`src/sv/itp_pkg.sv`:
```
// shared types, constants and helper functions of the infix to postfix converter
`timescale 1ns / 1ps

package itp_pkg;

    // operator stack geometry
    localparam int STACK_DEPTH = 32;
    localparam int STK_AW      = $clog2(STACK_DEPTH);
    localparam int STK_CW      = $clog2(STACK_DEPTH + 1);

    // queue geometry (power-of-two depths)
    localparam int CMDQ_DEPTH = 2;
    localparam int CMDQ_AW    = $clog2(CMDQ_DEPTH);
    localparam int CMDQ_CW    = $clog2(CMDQ_DEPTH + 1);
    localparam int RESQ_DEPTH = 4;
    localparam int RESQ_AW    = $clog2(RESQ_DEPTH);
    localparam int RESQ_CW    = $clog2(RESQ_DEPTH + 1);

    // ascii codes the converter recognizes
    localparam logic [7:0] CH_LPAR  = 8'h28;
    localparam logic [7:0] CH_RPAR  = 8'h29;
    localparam logic [7:0] CH_POW   = 8'h5E;
    localparam logic [7:0] CH_MUL   = 8'h2A;
    localparam logic [7:0] CH_DIV   = 8'h2F;
    localparam logic [7:0] CH_ADD   = 8'h2B;
    localparam logic [7:0] CH_SUB   = 8'h2D;
    localparam logic [7:0] CH_NUL   = 8'h00;
    localparam logic [7:0] CH_DIG_0 = 8'h30;
    localparam logic [7:0] CH_DIG_9 = 8'h39;
    localparam logic [7:0] CH_UP_A  = 8'h41;
    localparam logic [7:0] CH_UP_Z  = 8'h5A;
    localparam logic [7:0] CH_LO_A  = 8'h61;
    localparam logic [7:0] CH_LO_Z  = 8'h7A;

    // operator codes held on the stack
    typedef enum logic [2:0] {
        OP_LPAR = 3'd0,
        OP_POW  = 3'd1,
        OP_MUL  = 3'd2,
        OP_DIV  = 3'd3,
        OP_ADD  = 3'd4,
        OP_SUB  = 3'd5
    } t_op_code;

    // character classes found by the front end
    typedef enum logic [2:0] {
        K_IGNORE = 3'd0,
        K_ALNUM  = 3'd1,
        K_LPAR   = 3'd2,
        K_RPAR   = 3'd3,
        K_OP     = 3'd4
    } t_kind;

    // engine sequencer states
    typedef enum logic {
        ST_MAIN  = 1'b0,
        ST_FLUSH = 1'b1
    } t_eng_state;

    // classified item passed from front end to engine
    typedef struct packed {
        t_kind      kind;
        t_op_code   code;
        logic [7:0] ch;
        logic       last;
    } t_cmd;

    // one result item
    typedef struct packed {
        logic [7:0] out_char;
        logic       char_valid;
        logic       run_last;
        logic       expr_done;
        logic       stack_overflow;
    } t_result;

    // operator precedence
    function automatic logic [1:0] op_prec(input t_op_code code);
        logic [1:0] p;
        case (code)
            OP_POW:  p = 2'd3;
            OP_MUL:  p = 2'd2;
            OP_DIV:  p = 2'd2;
            OP_ADD:  p = 2'd1;
            OP_SUB:  p = 2'd1;
            default: p = 2'd0;
        endcase
        return p;
    endfunction

    // character printed for a popped stack entry
    function automatic logic [7:0] op_char(input t_op_code code);
        logic [7:0] c;
        case (code)
            OP_LPAR: c = CH_LPAR;
            OP_POW:  c = CH_POW;
            OP_MUL:  c = CH_MUL;
            OP_DIV:  c = CH_DIV;
            OP_ADD:  c = CH_ADD;
            OP_SUB:  c = CH_SUB;
            default: c = CH_NUL;
        endcase
        return c;
    endfunction

    // sort an incoming character into its class
    function automatic t_cmd classify(input logic [7:0] ch, input logic last);
        t_cmd c;
        c.kind = K_IGNORE;
        c.code = OP_LPAR;
        c.ch   = ch;
        c.last = last;
        if ((ch >= CH_DIG_0 && ch <= CH_DIG_9) || (ch >= CH_UP_A && ch <= CH_UP_Z) ||
            (ch >= CH_LO_A && ch <= CH_LO_Z)) begin
            c.kind = K_ALNUM;
        end else begin
            case (ch)
                CH_LPAR: c.kind = K_LPAR;
                CH_RPAR: c.kind = K_RPAR;
                CH_POW: begin
                    c.kind = K_OP;
                    c.code = OP_POW;
                end
                CH_MUL: begin
                    c.kind = K_OP;
                    c.code = OP_MUL;
                end
                CH_DIV: begin
                    c.kind = K_OP;
                    c.code = OP_DIV;
                end
                CH_ADD: begin
                    c.kind = K_OP;
                    c.code = OP_ADD;
                end
                CH_SUB: begin
                    c.kind = K_OP;
                    c.code = OP_SUB;
                end
                default: c.kind = K_IGNORE;
            endcase
        end
        return c;
    endfunction

endpackage

```
`src/sv/itp_front.sv`:
```
// front end: classifies input characters and queues them for the engine
`timescale 1ns / 1ps

module itp_front
    import itp_pkg::*;
(
    input  logic       i_clk,
    input  logic       i_rst_n,
    input  logic       i_push,
    input  logic [7:0] i_in_char,
    input  logic       i_expr_end,
    output logic       o_full,
    output logic       o_cmd_valid,
    output t_cmd       o_cmd,
    input  logic       i_cmd_pop
);

    t_cmd               r_mem [CMDQ_DEPTH];
    logic [CMDQ_AW-1:0] r_wr_ptr;
    logic [CMDQ_AW-1:0] r_rd_ptr;
    logic [CMDQ_CW-1:0] r_cnt;
    logic               wr_en;
    logic               rd_en;

    // handshake qualifiers
    assign o_full      = (r_cnt == CMDQ_CW'(CMDQ_DEPTH));
    assign o_cmd_valid = (r_cnt != '0);
    assign wr_en       = i_push && !o_full;
    assign rd_en       = i_cmd_pop && o_cmd_valid;
    assign o_cmd       = r_mem[r_rd_ptr];

    // queue storage, classified on the way in
    always_ff @(posedge i_clk) begin
        if (wr_en) begin
            r_mem[r_wr_ptr] <= classify(i_in_char, i_expr_end);
        end
    end

    // pointers and fill count
    always_ff @(posedge i_clk) begin
        if (!i_rst_n) begin
            r_wr_ptr <= '0;
            r_rd_ptr <= '0;
            r_cnt    <= '0;
        end else begin
            if (wr_en) begin
                r_wr_ptr <= r_wr_ptr + CMDQ_AW'(1);
            end
            if (rd_en) begin
                r_rd_ptr <= r_rd_ptr + CMDQ_AW'(1);
            end
            case ({wr_en, rd_en})
                2'b10:   r_cnt <= r_cnt + CMDQ_CW'(1);
                2'b01:   r_cnt <= r_cnt - CMDQ_CW'(1);
                default: r_cnt <= r_cnt;
            endcase
        end
    end

endmodule

```
`src/sv/itp_engine.sv`:
```
// back end: operator stack sequencer that produces postfix result items
`timescale 1ns / 1ps

module itp_engine
    import itp_pkg::*;
(
    input  logic    i_clk,
    input  logic    i_rst_n,
    input  logic    i_cmd_valid,
    input  t_cmd    i_cmd,
    output logic    o_cmd_pop,
    input  logic    i_res_full,
    output logic    o_res_wr,
    output t_result o_res
);

    localparam logic [STK_CW-1:0] CNT_ONE  = STK_CW'(1);
    localparam logic [STK_CW-1:0] CNT_TWO  = STK_CW'(2);
    localparam logic [STK_CW-1:0] CNT_FULL = STK_CW'(STACK_DEPTH);

    t_op_code          r_stack [STACK_DEPTH];
    t_eng_state        r_state;
    t_eng_state        n_state;
    logic [STK_CW-1:0] r_count;
    logic [STK_CW-1:0] n_count;
    t_op_code          r_top;
    t_op_code          n_top;
    t_op_code          r_below;
    logic              r_ovf;
    logic              n_ovf;
    logic              r_emitted;
    logic              n_emitted;

    logic              active;
    logic              stk_nonempty;
    logic              more_one;
    logic              more_two;
    logic              top_lpar;
    logic              below_lpar;
    logic              do_push;
    logic              do_pop;
    t_op_code          push_code;
    logic              emit;
    logic              emit_valid;
    logic [7:0]        emit_char;
    logic              follows;
    logic              done_main;
    logic              finish;
    logic [STK_CW-1:0] rd_off;
    logic [STK_AW-1:0] rd_addr;

    // stack view: r_top is the top entry, r_below the one under it
    assign active       = i_cmd_valid && !i_res_full;
    assign stk_nonempty = (r_count != '0);
    assign more_one     = (r_count > CNT_ONE);
    assign more_two     = (r_count > CNT_TWO);
    assign top_lpar     = (r_top == OP_LPAR);
    assign below_lpar   = (r_below == OP_LPAR);

    // action decode for the current cycle
    always_comb begin
        do_push    = 1'b0;
        do_pop     = 1'b0;
        push_code  = OP_LPAR;
        emit       = 1'b0;
        emit_valid = 1'b0;
        emit_char  = CH_NUL;
        follows    = 1'b0;
        done_main  = 1'b0;
        finish     = 1'b0;
        case (r_state)
            ST_MAIN: begin
                case (i_cmd.kind)
                    K_ALNUM: begin
                        emit       = 1'b1;
                        emit_valid = 1'b1;
                        emit_char  = i_cmd.ch;
                        follows    = i_cmd.last && stk_nonempty;
                        done_main  = 1'b1;
                    end
                    K_LPAR: begin
                        do_push   = 1'b1;
                        push_code = OP_LPAR;
                        done_main = 1'b1;
                    end
                    K_RPAR: begin
                        if (stk_nonempty && !top_lpar) begin
                            do_pop     = 1'b1;
                            emit       = 1'b1;
                            emit_valid = 1'b1;
                            emit_char  = op_char(r_top);
                            follows    = (more_one && !below_lpar) ||
                                         (i_cmd.last && more_two);
                        end else begin
                            // drop the matching open paren if there is one
                            do_pop    = stk_nonempty;
                            done_main = 1'b1;
                        end
                    end
                    K_OP: begin
                        if (stk_nonempty && !top_lpar &&
                            op_prec(r_top) >= op_prec(i_cmd.code)) begin
                            do_pop     = 1'b1;
                            emit       = 1'b1;
                            emit_valid = 1'b1;
                            emit_char  = op_char(r_top);
                            follows    = i_cmd.last ||
                                         (more_one && !below_lpar &&
                                          op_prec(r_below) >= op_prec(i_cmd.code));
                        end else begin
                            do_push   = 1'b1;
                            push_code = i_cmd.code;
                            done_main = 1'b1;
                        end
                    end
                    default: done_main = 1'b1;
                endcase
                finish = done_main && !i_cmd.last;
            end
            ST_FLUSH: begin
                if (stk_nonempty) begin
                    do_pop     = 1'b1;
                    emit       = 1'b1;
                    emit_valid = 1'b1;
                    emit_char  = op_char(r_top);
                    follows    = more_one;
                end else begin
                    // an expression end with no result so far still yields one marker item
                    emit   = !r_emitted;
                    finish = 1'b1;
                end
            end
            default: ;
        endcase
    end

    // next state
    always_comb begin
        n_state = r_state;
        case (r_state)
            ST_MAIN: begin
                if (active && done_main && i_cmd.last) begin
                    n_state = ST_FLUSH;
                end
            end
            ST_FLUSH: begin
                if (active && finish) begin
                    n_state = ST_MAIN;
                end
            end
            default: n_state = ST_MAIN;
        endcase
    end

    // stack pointer, top and flags
    always_comb begin
        n_count   = r_count;
        n_top     = r_top;
        n_ovf     = r_ovf;
        n_emitted = r_emitted;
        if (active) begin
            if (do_push) begin
                if (r_count == CNT_FULL) begin
                    n_ovf = 1'b1;
                end else begin
                    n_count = r_count + CNT_ONE;
                    n_top   = push_code;
                end
            end
            if (do_pop) begin
                n_count = r_count - CNT_ONE;
                n_top   = r_below;
            end
            if (emit) begin
                n_emitted = 1'b1;
            end
            if (finish) begin
                n_emitted = 1'b0;
                if (i_cmd.last) begin
                    n_ovf = 1'b0;
                end
            end
        end
    end

    // prefetch address of the entry under the next top
    assign rd_off  = (n_count > CNT_ONE) ? (n_count - CNT_TWO) : '0;
    assign rd_addr = rd_off[STK_AW-1:0];

    // stack memory
    always_ff @(posedge i_clk) begin
        if (active && do_push && r_count != CNT_FULL) begin
            r_stack[r_count[STK_AW-1:0]] <= push_code;
        end
        r_below <= r_stack[rd_addr];
    end

    // control registers
    always_ff @(posedge i_clk) begin
        if (!i_rst_n) begin
            r_state   <= ST_MAIN;
            r_count   <= '0;
            r_ovf     <= 1'b0;
            r_emitted <= 1'b0;
        end else begin
            r_state   <= n_state;
            r_count   <= n_count;
            r_ovf     <= n_ovf;
            r_emitted <= n_emitted;
        end
    end

    // top entry register
    always_ff @(posedge i_clk) begin
        r_top <= n_top;
    end

    // result item and queue handshakes
    assign o_cmd_pop            = active && finish;
    assign o_res_wr             = active && emit;
    assign o_res.out_char       = emit_char;
    assign o_res.char_valid     = emit_valid;
    assign o_res.run_last       = !follows;
    assign o_res.expr_done      = !follows && i_cmd.last;
    assign o_res.stack_overflow = r_ovf;

`ifndef NO_ASSERTIONS
    // stack never holds more than its depth
    a_count_range: assert property (@(posedge i_clk) disable iff (!i_rst_n)
        r_count <= CNT_FULL)
        else $error("operator stack count beyond depth");

    // flushing only happens for an item that ends the expression
    a_flush_last: assert property (@(posedge i_clk) disable iff (!i_rst_n)
        (r_state == ST_FLUSH) |-> (i_cmd_valid && i_cmd.last))
        else $error("flush without expression end");

    // expression done only on an item that ends the expression
    a_done_last: assert property (@(posedge i_clk) disable iff (!i_rst_n)
        (o_res_wr && o_res.expr_done) |-> i_cmd.last)
        else $error("expression done on a non-final item");

    // each flushed character removes one stack entry
    a_flush_pop: assert property (@(posedge i_clk) disable iff (!i_rst_n)
        (o_res_wr && o_res.char_valid && r_state == ST_FLUSH)
        |=> (r_count == $past(r_count) - CNT_ONE))
        else $error("flush emitted without popping");
`endif

endmodule

```
`src/sv/itp_res_queue.sv`:
```
// result queue between the engine and the output port
`timescale 1ns / 1ps

module itp_res_queue
    import itp_pkg::*;
(
    input  logic    i_clk,
    input  logic    i_rst_n,
    input  logic    i_wr,
    input  t_result i_res,
    output logic    o_full,
    output logic    o_empty,
    input  logic    i_pop,
    output t_result o_res
);

    t_result            r_mem [RESQ_DEPTH];
    logic [RESQ_AW-1:0] r_wr_ptr;
    logic [RESQ_AW-1:0] r_rd_ptr;
    logic [RESQ_CW-1:0] r_cnt;
    logic               wr_en;
    logic               rd_en;

    // handshake qualifiers
    assign o_full  = (r_cnt == RESQ_CW'(RESQ_DEPTH));
    assign o_empty = (r_cnt == '0);
    assign wr_en   = i_wr && !o_full;
    assign rd_en   = i_pop && !o_empty;
    assign o_res   = r_mem[r_rd_ptr];

    // queue storage
    always_ff @(posedge i_clk) begin
        if (wr_en) begin
            r_mem[r_wr_ptr] <= i_res;
        end
    end

    // pointers and fill count
    always_ff @(posedge i_clk) begin
        if (!i_rst_n) begin
            r_wr_ptr <= '0;
            r_rd_ptr <= '0;
            r_cnt    <= '0;
        end else begin
            if (wr_en) begin
                r_wr_ptr <= r_wr_ptr + RESQ_AW'(1);
            end
            if (rd_en) begin
                r_rd_ptr <= r_rd_ptr + RESQ_AW'(1);
            end
            case ({wr_en, rd_en})
                2'b10:   r_cnt <= r_cnt + RESQ_CW'(1);
                2'b01:   r_cnt <= r_cnt - RESQ_CW'(1);
                default: r_cnt <= r_cnt;
            endcase
        end
    end

endmodule

```
`src/sv/infix_to_postfix_converter_core.sv`:
```
// top level of the shunting-yard infix to postfix converter
`timescale 1ns / 1ps

// Characters enter through a queue-style port: an item is taken when push is
// high and full is low; i_expr_end marks the last character of an expression.
// Results leave through a queue-style port: the oldest result sits on the o_
// result ports while empty is low and is taken when pop is high.
// A classifying front end feeds a two-entry command queue; the stack engine
// drains it and writes a four-entry result queue, so both sides stall apart.
// The engine emits a letter or digit, drops an ignored character, pushes a
// '(', pops and emits stacked operators of equal or higher precedence before
// pushing an operator, for a ')' pops and emits down to its '(' and drops
// that '(' if present, and at expression end flushes all entries left and
// closes. The operator stack is a memory with one registered read port, the
// prefetched entry under the top.
// Reset empties both queues, the stack and the overflow flag at once.
// When the receiver stops popping, the result queue fills, the engine holds,
// and full rises once the command queue is also full.

module infix_to_postfix_converter_core
    import itp_pkg::*;
(
    input  logic       i_clk,
    input  logic       i_rst_n,
    input  logic       push,
    output logic       full,
    input  logic [7:0] i_in_char,
    input  logic       i_expr_end,
    output logic       empty,
    input  logic       pop,
    output logic [7:0] o_out_char,
    output logic       o_char_valid,
    output logic       o_run_last,
    output logic       o_expr_done,
    output logic       o_stack_overflow
);

    logic    cmd_valid;
    t_cmd    cmd;
    logic    cmd_pop;
    logic    res_full;
    logic    res_wr;
    t_result res_in;
    t_result res_out;

    // character classification and command queue
    itp_front u_front (
        .i_clk       (i_clk),
        .i_rst_n     (i_rst_n),
        .i_push      (push),
        .i_in_char   (i_in_char),
        .i_expr_end  (i_expr_end),
        .o_full      (full),
        .o_cmd_valid (cmd_valid),
        .o_cmd       (cmd),
        .i_cmd_pop   (cmd_pop)
    );

    // operator stack engine
    itp_engine u_engine (
        .i_clk       (i_clk),
        .i_rst_n     (i_rst_n),
        .i_cmd_valid (cmd_valid),
        .i_cmd       (cmd),
        .o_cmd_pop   (cmd_pop),
        .i_res_full  (res_full),
        .o_res_wr    (res_wr),
        .o_res       (res_in)
    );

    // result queue
    itp_res_queue u_res_queue (
        .i_clk   (i_clk),
        .i_rst_n (i_rst_n),
        .i_wr    (res_wr),
        .i_res   (res_in),
        .o_full  (res_full),
        .o_empty (empty),
        .i_pop   (pop),
        .o_res   (res_out)
    );

    // result fields
    assign o_out_char       = res_out.out_char;
    assign o_char_valid     = res_out.char_valid;
    assign o_run_last       = res_out.run_last;
    assign o_expr_done      = res_out.expr_done;
    assign o_stack_overflow = res_out.stack_overflow;

endmodule

```
`config.mk`:
```
export PLATFORM = sky130hd
export DESIGN_NAME = infix_to_postfix_converter_core
export DESIGN_NICKNAME = d
export VERILOG_FILES = /design/src/sv/itp_pkg.sv /design/src/sv/itp_front.sv /design/src/sv/itp_engine.sv /design/src/sv/itp_res_queue.sv /design/src/sv/infix_to_postfix_converter_core.sv
export SDC_FILE = /design/constraint.sdc
export NUM_CORES = 1
export LEC_CHECK = 0
export BUFFER_PORTS_ARGS = -buffer_cell sky130_fd_sc_hd__buf_2
export CORE_UTILIZATION = 45
export DETAILED_ROUTE_END_ITERATION = 6
export GPL_TIMING_DRIVEN = 0
export SLEW_MARGIN = 20
export SYNTH_ARGS = -nofsm -noshare
export SYNTH_HDL_FRONTEND = slang
export SYNTH_SLANG_ARGS = --single-unit
```
`constraint.sdc`:
```
create_clock -name i_clk -period 9.7 [get_ports i_clk]
set_input_delay 0.485 -clock i_clk [delete_from_list [all_inputs] [get_ports i_clk]]
set_output_delay 0.485 -clock i_clk [all_outputs]
set_load 0.1 [all_outputs]
```
## Yosys cells after proc, flatten, opt, wreduce, memory -nomap -nowiden

Memory sizes are Yosys's and may differ from the RTL's. A register that Yosys moved wholly into a read port is not among the register bits.
Index checks and enable logic that the tools add are counted.

| operators by class | value |
|---|---|
| add/sub/neg operators | 11 |
| magnitude comparators | 11 |
| equality and inequality tests | 35 |
| mux-type cells | 81 |
| bitwise operators | 1 |
| reductions and logical operators | 52 |

Operators with widths:

| cell | count |
|---|---|
| 8-bit by 6-bit equality test with 1-bit output, second input constant | 6 |
| 7-bit one-hot mux with 6 select lines | 1 |
| 1-bit two-way mux | 30 |
| 3-bit two-way mux | 10 |
| 3-bit by 2-bit equality test with 1-bit output, second input constant | 8 |
| 3-bit equality test, second input constant | 8 |
| 2-bit two-way mux | 12 |
| 6-bit two-way mux | 4 |
| 8-bit one-hot mux with 3 select lines | 1 |
| 1-bit logical AND | 22 |
| 1-bit one-hot mux with 2 select lines | 9 |
| 2-bit one-hot mux with 3 select lines | 3 |
| 8-bit by 7-bit >= comparator with 1-bit output, second input constant | 2 |
| 8-bit by 7-bit less-or-equal comparator with 1-bit output, second input constant | 2 |
| 8-bit one-hot mux with 2 select lines | 1 |
| 3-bit one-hot mux with 5 select lines | 1 |
| 7-bit two-way mux | 2 |
| 3-bit by 1-bit equality test with 1-bit output, second input constant | 4 |
| 6-bit by 1-bit > comparator with 1-bit output, second input constant | 2 |
| 2-bit OR reduction | 6 |
| 2-bit nonzero test | 5 |
| 3-bit zero test | 3 |
| 3-bit one-hot mux with 3 select lines | 1 |
| 8-bit by 7-bit equality test with 1-bit output, second input constant | 1 |
| 29 further kinds | 47 |

| storage, ports and cells | value |
|---|---|
| register bits after elaboration | 23 |
| RAM bits | 174 |
| memories | 3 |

Memories:

| name | depth | bits a word | rd ports | clocked after memory_dff | write ports | RTL line | RTL |
|---|---|---|---|---|---|---|---|
| u_engine.r_stack | 32 | 3 | 1 | 1 | 1 | itp_engine.sv:21 | `t_op_code r_stack [STACK_DEPTH];` |
| u_res_queue.r_mem | 4 | 12 | 1 | 1 | 1 | itp_res_queue.sv:17 | `t_result r_mem [RESQ_DEPTH];` |
| u_front.r_mem | 2 | 15 | 1 | 1 | 1 | itp_front.sv:18 | `t_cmd r_mem [CMDQ_DEPTH];` |

## Depth between registers and ports, before layout

Gate-level depths: netlist of the first run.

| depth | value |
|---|---|
| depth in word-level cells | 18 |
| mapped depth | 21 |
| mapped depth without buffers | 19 |

## Modules after synthesis

A second synthesis of the first run with hierarchy kept.

| unflattened totals | value |
|---|---|
| cell total of the unflattened synthesis | 744 |
| area total of the unflattened synthesis | 9,746.8 um^2 |

Modules (own cells, without submodules):

| module | instances | cells an instance | area each (um^2) | sequential area each (um^2) |
|---|---|---|---|---|
| itp_engine | 1 | 525 | 6,030.8 | 3,213.1 |
| itp_res_queue | 1 | 116 | 2,222.1 | 1,621.6 |
| itp_front | 1 | 103 | 1,493.9 | 1,001.0 |

## Least setup slack after synthesis of the first run

Ideal clock, no wire load.

| path | value |
|---|---|
| path type | reg-to-reg |
| from | register with a tool-made name |
| to | register u_engine.r_below[0] (read register of u_engine.r_stack) |
| arrival | 4,684 ps |
| path slack | 4,880 ps |
| stages on the path, launching flop included | 20 |
| buffers on the path | 7 |
| period minus slack after synthesis | 4,820 ps |
| cell sequence | dfxtp_1 buf_6 clkbuf_1 buf_1 nand2_1 o31ai_1 ha_1 nand2b_1 a21oi_2 o31a_2 a21oi_1 o32ai_4 buf_2 buf_2 ha_1 clkbuf_1 buf_2 mux4_2 o221ai_1 a32oi_1 |

RTL lines:

| item | RTL line | RTL |
|---|---|---|
| end, declared | itp_engine.sv:28 | `t_op_code r_below;` |

==> out/metrics.cfg, run 1 <==
[route]
vias_per_cell=5.672
antenna_left=0
drtPass1Iterations=5
wl_per_cell_um=19.57
drc=0
vias=5836
drt_wl_total_um=20140
drt_iter0_drc=441

[floorplanning]
coreArea_mm2=0.02043
dieArea_mm2=0.02160
rows=52
die_h_um=147.0
ioPinCount=27
initial_core_util_pct=46.29
fp.dieW_um=147.0

[min_path]
worstHoldPathType=in -> reg
whs_endpoint=u_front.r_mem[0][0]
hp-start=i_expr_end
holdPathStages=1

[setup_path]
crit_chain=buf_6 -> clkbuf_1 -> buf_1 -> nand2_1 -> o31ai_1 -> ha_1 -> nand2b_1 -> a21oi_2 -> o31a_2 -> a21oi_1 -> o32ai_4 -> buf_2 -> buf_2 -> ha_1 -> clkbuf_1 -> clkbuf_1 -> nor4b_1 -> o221ai_1 -> a32oi_1
cp_slowest_cell=o32ai_4
rrSetupSlack_ns=3.10
reg2reg_to=u_engine.r_below[1]
r2r_cells=19
cp-start-kind=flip-flop
arrival_ns=6.99
worstPathMaxFanout=10
critPathKind=reg -> reg
max_stage_delay_ns=0.61
required_ns=10.09
critPathTopFamily=buffers and inverters
endpoint_kind=flip-flop
crit_top_cell=clkbuf_1
critPathBufInv=7

[timing]
slew_violations=0
tns_ns=0
fin_crit_ns=6.599
setup-violations-final=0
clock_skew_ns=0.009007
slew_headroom_pct=34.05
fin_crit_sh_pct=68.04
worstMarginPinSlew_ns=0.9789
max_freq_ghz=0.1515
rsz0062_at_grt=no
hold_violations=0

[synth]
synth_edf_count=177
yosysUniqueCellTypes=85
yosysSeqAreaShare_pct=61.70
synthesis.nets=725
yosys_warnings=0
ys.flop_type=edfxtp_1
syn_area_mm2=0.009458
syn_inst=693
ys_ff_latch=203
avgSynthCellArea_um2=13.65
async_flop_share_pct=0

[final_layout]
multi_input_area_mm2=0.003417
drive_gt1_share_pct=17.00
diodes=0
fillers=1738
layout.nets=777
ff_latch_area_mm2=0.005836
areaGrowthSynthToFinish_pct=13.43

[clock_network]
ctsResizeCount=0
path_clk_slew_ns=0.06
cts_max_path_buffers=3
cts_made_buffers=21
htree_levels=1
cts_root_buffer=clkbuf_16
cts_hold_buf=0
cts_tree=yes
worstSkewPairLatency_ns=0.48
cts_setup_buffers=0
cts.sinks=203

[global_route]
grt_start_max_net_pins=24
grt_overflow_total=0
track_usage_pct=19.16
antenna_found_initial=0
grt_first_pass_wirelength_um=31970
grt_pass1_vias=5867

[placed_design]
gp_congestion=0.8780
dp_hpwl_um=14290
io_buffers=26

[job]
cap_violations=0

[status]
status=complete, no violations

[cell families (layout without fill, tap and decap cells)]
kind of cell,after synthesis,in the layout,share of synthesized area [%]
AND/OR/NAND/NOR,228,228,12.62
AO/OA/AOI/OAI,125,125,10.50
adder cells (fa/ha/maj),19,19,2.593
flip-flops,203,203,61.70
XOR/XNOR,20,20,2.249
multiplexers,50,50,7.898
buffers and inverters,48,114,2.434
[placed cells by master, fill, tap and decap left out, types with 7 or more instances in the layout]
cell type,count
ha_1,18
clkbuf_16,21
nor2_1,84
nor3_1,14
mux4_2,18
mux2i_1,24
nand2_1,37
nand3_1,14
dfxtp_1,26
and3_1,8
xor2_1,9
o21ai_0,14
nand2b_1,8
edfxtp_1,177
clkbuf_1,23
nor4b_1,7
and2_1,12
o221ai_1,9
a21oi_1,29
buf_2,33
xnor2_1,9
inv_1,19
[worst max-delay path by stage]
stage | from | end | slack, ns | cells after the start
after floorplan | flip-flop | u_engine.r_below[0] | 4.88 | 19
final | flip-flop | u_engine.r_below[1] | 3.10 | 19
after detailed placement | flip-flop | u_engine.r_below[1] | 3.20 | 19
after global routing | flip-flop | u_engine.r_below[1] | 2.71 | 19
after CTS | flip-flop | u_engine.r_below[1] | 3.17 | 19
after global placement | flip-flop | u_engine.r_below[1] | 3.43 | 19
[registers in the layout, summed over array words and instances (netlist names), 2 cells and up, named ones only]
name / cells
u_engine.r_top: 3
u_front.r_mem: 30
u_engine.r_count: 6
u_engine.r_below: 3
u_front.r_cnt: 2
u_res_queue.r_rd_ptr: 2
u_res_queue.r_mem: 48
u_res_queue.r_wr_ptr: 2
u_res_queue.r_cnt: 3
u_engine.r_stack: 96
[layer usage]
layer  track usage [%]  wire [µm]  up-vias  part of all wire, %
li1                  -          -     2757                    -
met1             27.35       9382     2888                   47
met2             30.95       9414      158                   47
met3             2.609        981       33                  4.9
met4             5.000        363        0                  1.8
met5                 0          0        -                    0
[synthesized netlist by cell type, drive strengths merged (15+ instances only)]
library cell / count / area share (%)
dfxtp: 26 / 5.5
nand2: 38 / 1.5
edfxtp: 177 / 56
nor2: 91 / 3.8
buf: 15 / 1.1
nor3: 16 / 0.95
mux2i: 25 / 2.8
ha: 18 / 2.4
o21ai: 16 / 0.89
nand3: 15 / 0.93
a21oi: 32 / 1.8
mux4: 18 / 4.3
inv: 20 / 0.79
[cell type report]
type	instances	share of cell area [%]
Buffer	28	1.446
Clock buffer	34	5.633
Clock inverter	3	0.8397
Inverter	20	0.6998
Multi-Input combinational cell	442	31.85
Sequential cell	203	54.40
Tap cell	270	3.149
Timing Repair Buffer	29	1.983
[per-stage QoR]
step           util, %  instances  worst slack (ns)  cell area (µm²)  hold slack, ns
2_1_floorplan        -        693             4.880             9458          0.4601
3_3_place_gp     48.59        989             3.425             9926          0.4784
3_5_place_dp     49.11        992             3.205            10030          0.4979
4_1_cts          52.51       1029             3.168            10730          0.1763
5_1_grt          52.51       1029             2.707            10730          0.1868
6_report         52.51       1029             3.101            10730          0.1962
Power of run 1 is left out: the tool's default activity adds up to more than one toggle a clock period on the data nets, which glitch-free logic cannot reach.
==> run 2: changes to the inputs <==
Settings changed: ABC_AREA set to 1.
Clock period 9.7 ns to 6.05 ns, I/O delays scaled along.
==> out/metrics.cfg, run 2 <==
[status]
status=complete, no violations

[min_path]
worstHoldPathType=in -> reg
hp-start=i_in_char[7]
holdPathStages=1
whs_endpoint=u_front.r_mem[1][8]

[synth]
ys_top_cells_by_area=edfxtp_1 55%, nand2_1 5.6%, nand3_1 5.6%
synth.most_common_cell=edfxtp_1
synth_top_area_share_pct=55.23
async_flop_share_pct=0
muxShareOfSynthArea_pct=0.7280
synth_xor_xnor_area_share_pct=0.6370
synth_compound_area_share_pct=6.916
synth-simple-area-share_pct=21.62
avgSynthCellArea_um2=9.994
yosys_warnings=0
syn_inst=963
syn_area_mm2=0.009624
synthAdderAreaFrac_pct=2.548
yosysUniqueCellTypes=47
synth_top_family_by_area=simple AND/OR/NAND/NOR gates
yosysSeqAreaShare_pct=60.63
ys.flop_type=edfxtp_1
synth_edf_count=177
synth_top_cell_by_area=edfxtp_1
ys_ff_latch=203
synthesis.nets=995
yosys-top-cells-count=177 x edfxtp_1, 144 x nand2_1, 139 x nor2_1, 111 x inv_1, 107 x nand3_1

[final_layout]
final_common_cell=edfxtp_1
largest_reg_flops=96
drive_gt1_share_pct=11.32
most-common-layout-cells=177 x edfxtp_1, 144 x nand2_1, 131 x nor2_1
areaGrowthSynthToFinish_pct=14.35
diodes=0
layout.nets=1050

[setup_path]
crit_top_cell=a21oi_1
r2r_cells=20
reg2reg_to=u_res_queue.r_cnt[2]
critPathTopFamily=compound AO/OA/AOI/OAI gates
critPathKind=reg -> reg
cp_slowest_cell=mux2i_1
required_ns=6.43
rrSetupSlack_ns=1.06
crit_chain=clkbuf_1 -> mux2i_1 -> a21boi_0 -> ha_1 -> nand2_1 -> nand3_1 -> nand3_1 -> nand2_1 -> a21oi_1 -> nand2_1 -> a21oi_1 -> nor2_1 -> clkinv_1 -> ha_1 -> inv_1 -> fa_1 -> a21oi_1 -> o21ai_0 -> o21ai_0 -> a21oi_1
max_stage_delay_ns=0.60
cp-start-kind=flip-flop
worstPathMaxFanout=10
arrival_ns=5.37
endpoint_kind=flip-flop
critPathBufInv=3

[clock_network]
path_clk_slew_ns=0.06
ctsResizeCount=0
cts_made_buffers=23
worstSkewPairLatency_ns=0.50
cts_max_path_buffers=3
cts.sinks=203
cts_tree=yes
htree_levels=1
cts_root_buffer=clkbuf_16

[route]
vias_per_cell=5.240
highest_layer=met4
wl_met2_um=9886
antenna_left=0
met1_length_um=10710
drc=0
drtPass1Iterations=5
wl_per_cell_um=16.93
vias=6859
drt_iter0_drc=512
wl_met3_um=1130
drt_wl_total_um=22160

[timing]
worstMarginPinSlew_ns=1.142
setup-violations-final=0
slew_violations=0
clock_skew_ns=0.007038
fin_crit_ns=4.987
slew_headroom_pct=22.88
rsz0062_at_grt=no
max_freq_ghz=0.2005
fin_crit_sh_pct=82.44
tns_ns=0
hold_violations=0

[placed_design]
io_buffers=26
dp_hpwl_um=15310
gp_congestion=0.8729

[global_route]
grt_start_max_net_pins=21
grt_first_pass_wirelength_um=35270
track_usage_pct=20.75
grt_overflow_total=0
grt_pass1_vias=6479
antenna_found_initial=0

[job]
cap_violations=0

[floorplanning]
dieArea_mm2=0.02198
fp.dieW_um=148.2
die_h_um=148.2
coreArea_mm2=0.02102
ioPinCount=27
rows=53
initial_core_util_pct=45.78

[run 2: changes by cell type after synthesis, moves of 9 or more]
cell      previous run  this run
nand2_1             37       144
nand3_1             14       107
inv_1               19       111
nor2_1              88       139
o21ai_0             14        50
nand3b_1             2        26
mux4_2              18         0
mux2i_1             24         7
o22ai_1              5        19
and2_1              12         1
nor3_1              14         5
o221ai_1             9         0
[run 2: what timing repair did]
action | in CTS | in global routing
setup buffers | 0 | 0
endpoints found under the setup margin | 0 | 0
hold buffers | 1 | 0
endpoints found under the hold margin | 2 | 0
[run 2: per-stage QoR]
step | instances | util (%) | worst slack, ns | instance area, µm² | hold slack (ns)
after floorplan | 963 | - | 2.228 | 9624 | 0.4014
after global routing | 1309 | 52.35 | 0.6127 | 11010 | 0.02075
after CTS | 1309 | 52.34 | 1.019 | 11000 | 0.01872
final | 1309 | 52.35 | 1.063 | 11010 | 0.04121
after global placement | 1264 | 48.04 | 1.176 | 10100 | 0.4376
after detailed placement | 1267 | 48.59 | 1.047 | 10210 | 0.4464
[run 2: area by class of cell]
type / count / area [µm²]
Tap cell: 275 / 344.1
Timing Repair Buffer: 30 / 222.7
Buffer: 33 / 215.2
Clock inverter: 15 / 192.7
Fill cell: 1845 / 10020
Multi-Input combinational cell: 607 / 3158
Sequential cell: 203 / 5836
Clock buffer: 26 / 586.8
Inverter: 120 / 450.4
[run 2: cell families after synthesis]
| family | after synthesis |
|---|---|
| multiplexers | 7 |
| AO/OA/AOI/OAI | 119 |
| XOR/XNOR | 7 |
| flip-flops | 203 |
| adder cells (fa/ha/maj) | 19 |
| AND/OR/NAND/NOR | 455 |
| buffers and inverters | 153 |
[run 2: worst max path at each step]
stage / to / depth (start not counted)
floorplan: u_res_queue.r_cnt[1] / 8
global placement: u_res_queue.r_mem[0][10] / 14
detailed placement: u_res_queue.r_mem[2][10] / 14
CTS: u_res_queue.r_mem[2][6] / 14
global route: u_res_queue.r_cnt[2] / 20
finish: u_res_queue.r_cnt[2] / 20
[run 2: routing by layer]
metal	up-vias	GRT usage (%)
li1	3408	-
met1	3249	30.37
met2	167	32.58
met3	35	2.761
met4	0	5.258
met5	-	0
Power of run 2 is left out for the same reason.
==> run 3: changes to the inputs <==
Settings changed: ABC_AREA 1 to 0.
Clock period 6.05 ns to 5.1 ns, I/O delays scaled along.
==> out/metrics.cfg, run 3 (same netlist as run 1, synthesis figures left out) <==
[final_layout]
layout.nets=779
ff_latch_area_mm2=0.005836
areaGrowthSynthToFinish_pct=14.04
diodes=0
design_area_mm2=0.01079
most-common-layout-cells=177 x edfxtp_1, 84 x nor2_1, 37 x nand2_1
final_common_cell=edfxtp_1
utilization_pct=52.79
multi_input_area_mm2=0.003437
fillers=1733
drive_gt1_share_pct=17.35
largest_reg_flops=96

[route]
drt_iter0_drc=394
drc=0
antenna_left=0
vias=5854
vias_per_cell=5.678
wl_per_cell_um=19.54
drtPass1Iterations=5
drt_wl_total_um=20150

[clock_network]
path_clk_slew_ns=0.06
worstSkewPairLatency_ns=0.48
cts.sinks=203
cts_made_buffers=21
cts_tree=yes
cts_root_buffer=clkbuf_16
cts_max_path_buffers=3
htree_levels=1

[global_route]
track_usage_pct=19.12
grt_overflow_total=0
global_route.usage.met1_pct=27.35
grt_first_pass_wirelength_um=31920
busiest_layer=met2
antenna_found_initial=0
met3_usage_pct=2.609
grt_pass1_vias=5854
use_met2_pct=30.83
grt_start_max_net_pins=29

[timing]
fin_crit_sh_pct=92.74
hold_violations=0
slew_headroom_pct=33.61
fin_crit_ns=4.730
clock_skew_ns=0.008611
setup-violations-final=0
max_freq_ghz=0.2114
worstMarginPinSlew_ns=0.9854
slew_violations=0
rsz0062_at_grt=no

[setup_path]
rrSetupSlack_ns=0.37
reg2reg_to=u_engine.r_below[1]
worstPathMaxFanout=10
r2r_start=u_engine.r_top[1]
endpoint_kind=flip-flop
required_ns=5.44
cp-start-kind=flip-flop
arrival_ns=5.07
crit_start=u_engine.r_top[1]
r2r_cells=17
critPathKind=reg -> reg

[floorplanning]
die_h_um=147.0
fp.dieW_um=147.0
rows=52
initial_core_util_pct=46.29
coreArea_mm2=0.02043
ioPinCount=27
dieArea_mm2=0.02160

[placed_design]
gp_congestion=0.8780
dp_hpwl_um=14290
placed_cell_area_mm2=0.01003
io_buffers=26

[min_path]
hp-start=i_in_char[7]
whs_endpoint=u_front.r_mem[1][8]
worstHoldPathType=in -> reg
holdPathStages=1

[job]
cap_violations=0

[status]
status=complete, no violations

-- run 3: cell types whose count changed in the layout (fill, tap and decap cells not counted), sizes merged, moves of 24 or more --
cell and change:
inv -98, nand3b -24, o21ai -39, nor2 -53
nand3 -94, nand2 -114
-- run 3: final cells by class --
| cell class | count | area share (%) |
|---|---|---|
| flip-flops and latches | 203 | 54.11 |
| plain buffers | 25 | 1.346 |
| repair buffers | 34 | 2.413 |
| inverters | 20 | 0.6961 |
| clock inverters | 3 | 0.8353 |
| multi-input cells | 442 | 31.87 |
| clock buffers | 34 | 5.603 |
| well taps | 270 | 3.132 |
-- run 3: how the worst max path moves through the flow --
stage                                     end  slack (ns)  cells past startpoint
final                     u_engine.r_below[1]        0.37                     17
after CTS                 u_engine.r_below[1]        0.04                     17
after global placement    u_engine.r_below[1]       -1.17                     19
after global routing      u_engine.r_below[2]        0.12                     17
after floorplan           u_engine.r_below[0]        0.28                     19
after detailed placement  u_engine.r_below[1]       -1.40                     19
-- run 3: worst max-delay path, stage by stage, from the launching register on --
cell and delay (ns):
edfxtp_1 0.46, inv_1 0.12, ha_1 0.29, inv_1 0.05, a21oi_1 0.17, ha_1 0.24
nand2b_1 0.18, a21oi_4 0.31, o31a_2 0.34, a21oi_1 0.15, o32ai_4 0.36, buf_2 0.32
buf_2 0.32, ha_4 0.28, buf_2 0.28, mux4_2 0.35, o221ai_1 0.25, a32oi_1 0.11
-- run 3: metal layers --
metal,wire (µm),share of wire [%]
met3,863,4.3
met4,385,1.9
met2,9405,47
met5,0,0
met1,9494,47
-- run 3: metrics by stage --
stage	cells	setup TNS, ns	hold WS, ns	setup WS (ns)
after floorplan	693	0	0.3539	0.2797
after global placement	989	-18.90	0.4447	-1.175
after detailed placement	992	-4.440	0.4498	-1.395
after CTS	1031	0	0.003244	0.04443
after global routing	1031	0	0.02758	0.1229
final	1031	0	0.01312	0.3702
-- run 3: what timing repair did --
item                                    in CTS  in global routing
gates cloned                                 0                  0
endpoints found under the setup margin       5                  3
hold endpoints to repair                     8                  0
pin swaps                                    1                  0
resized for setup                            1                  4
hold buffers                                 4                  0
buffers inserted                             1                  0
Power of run 3 is left out for the same reason.
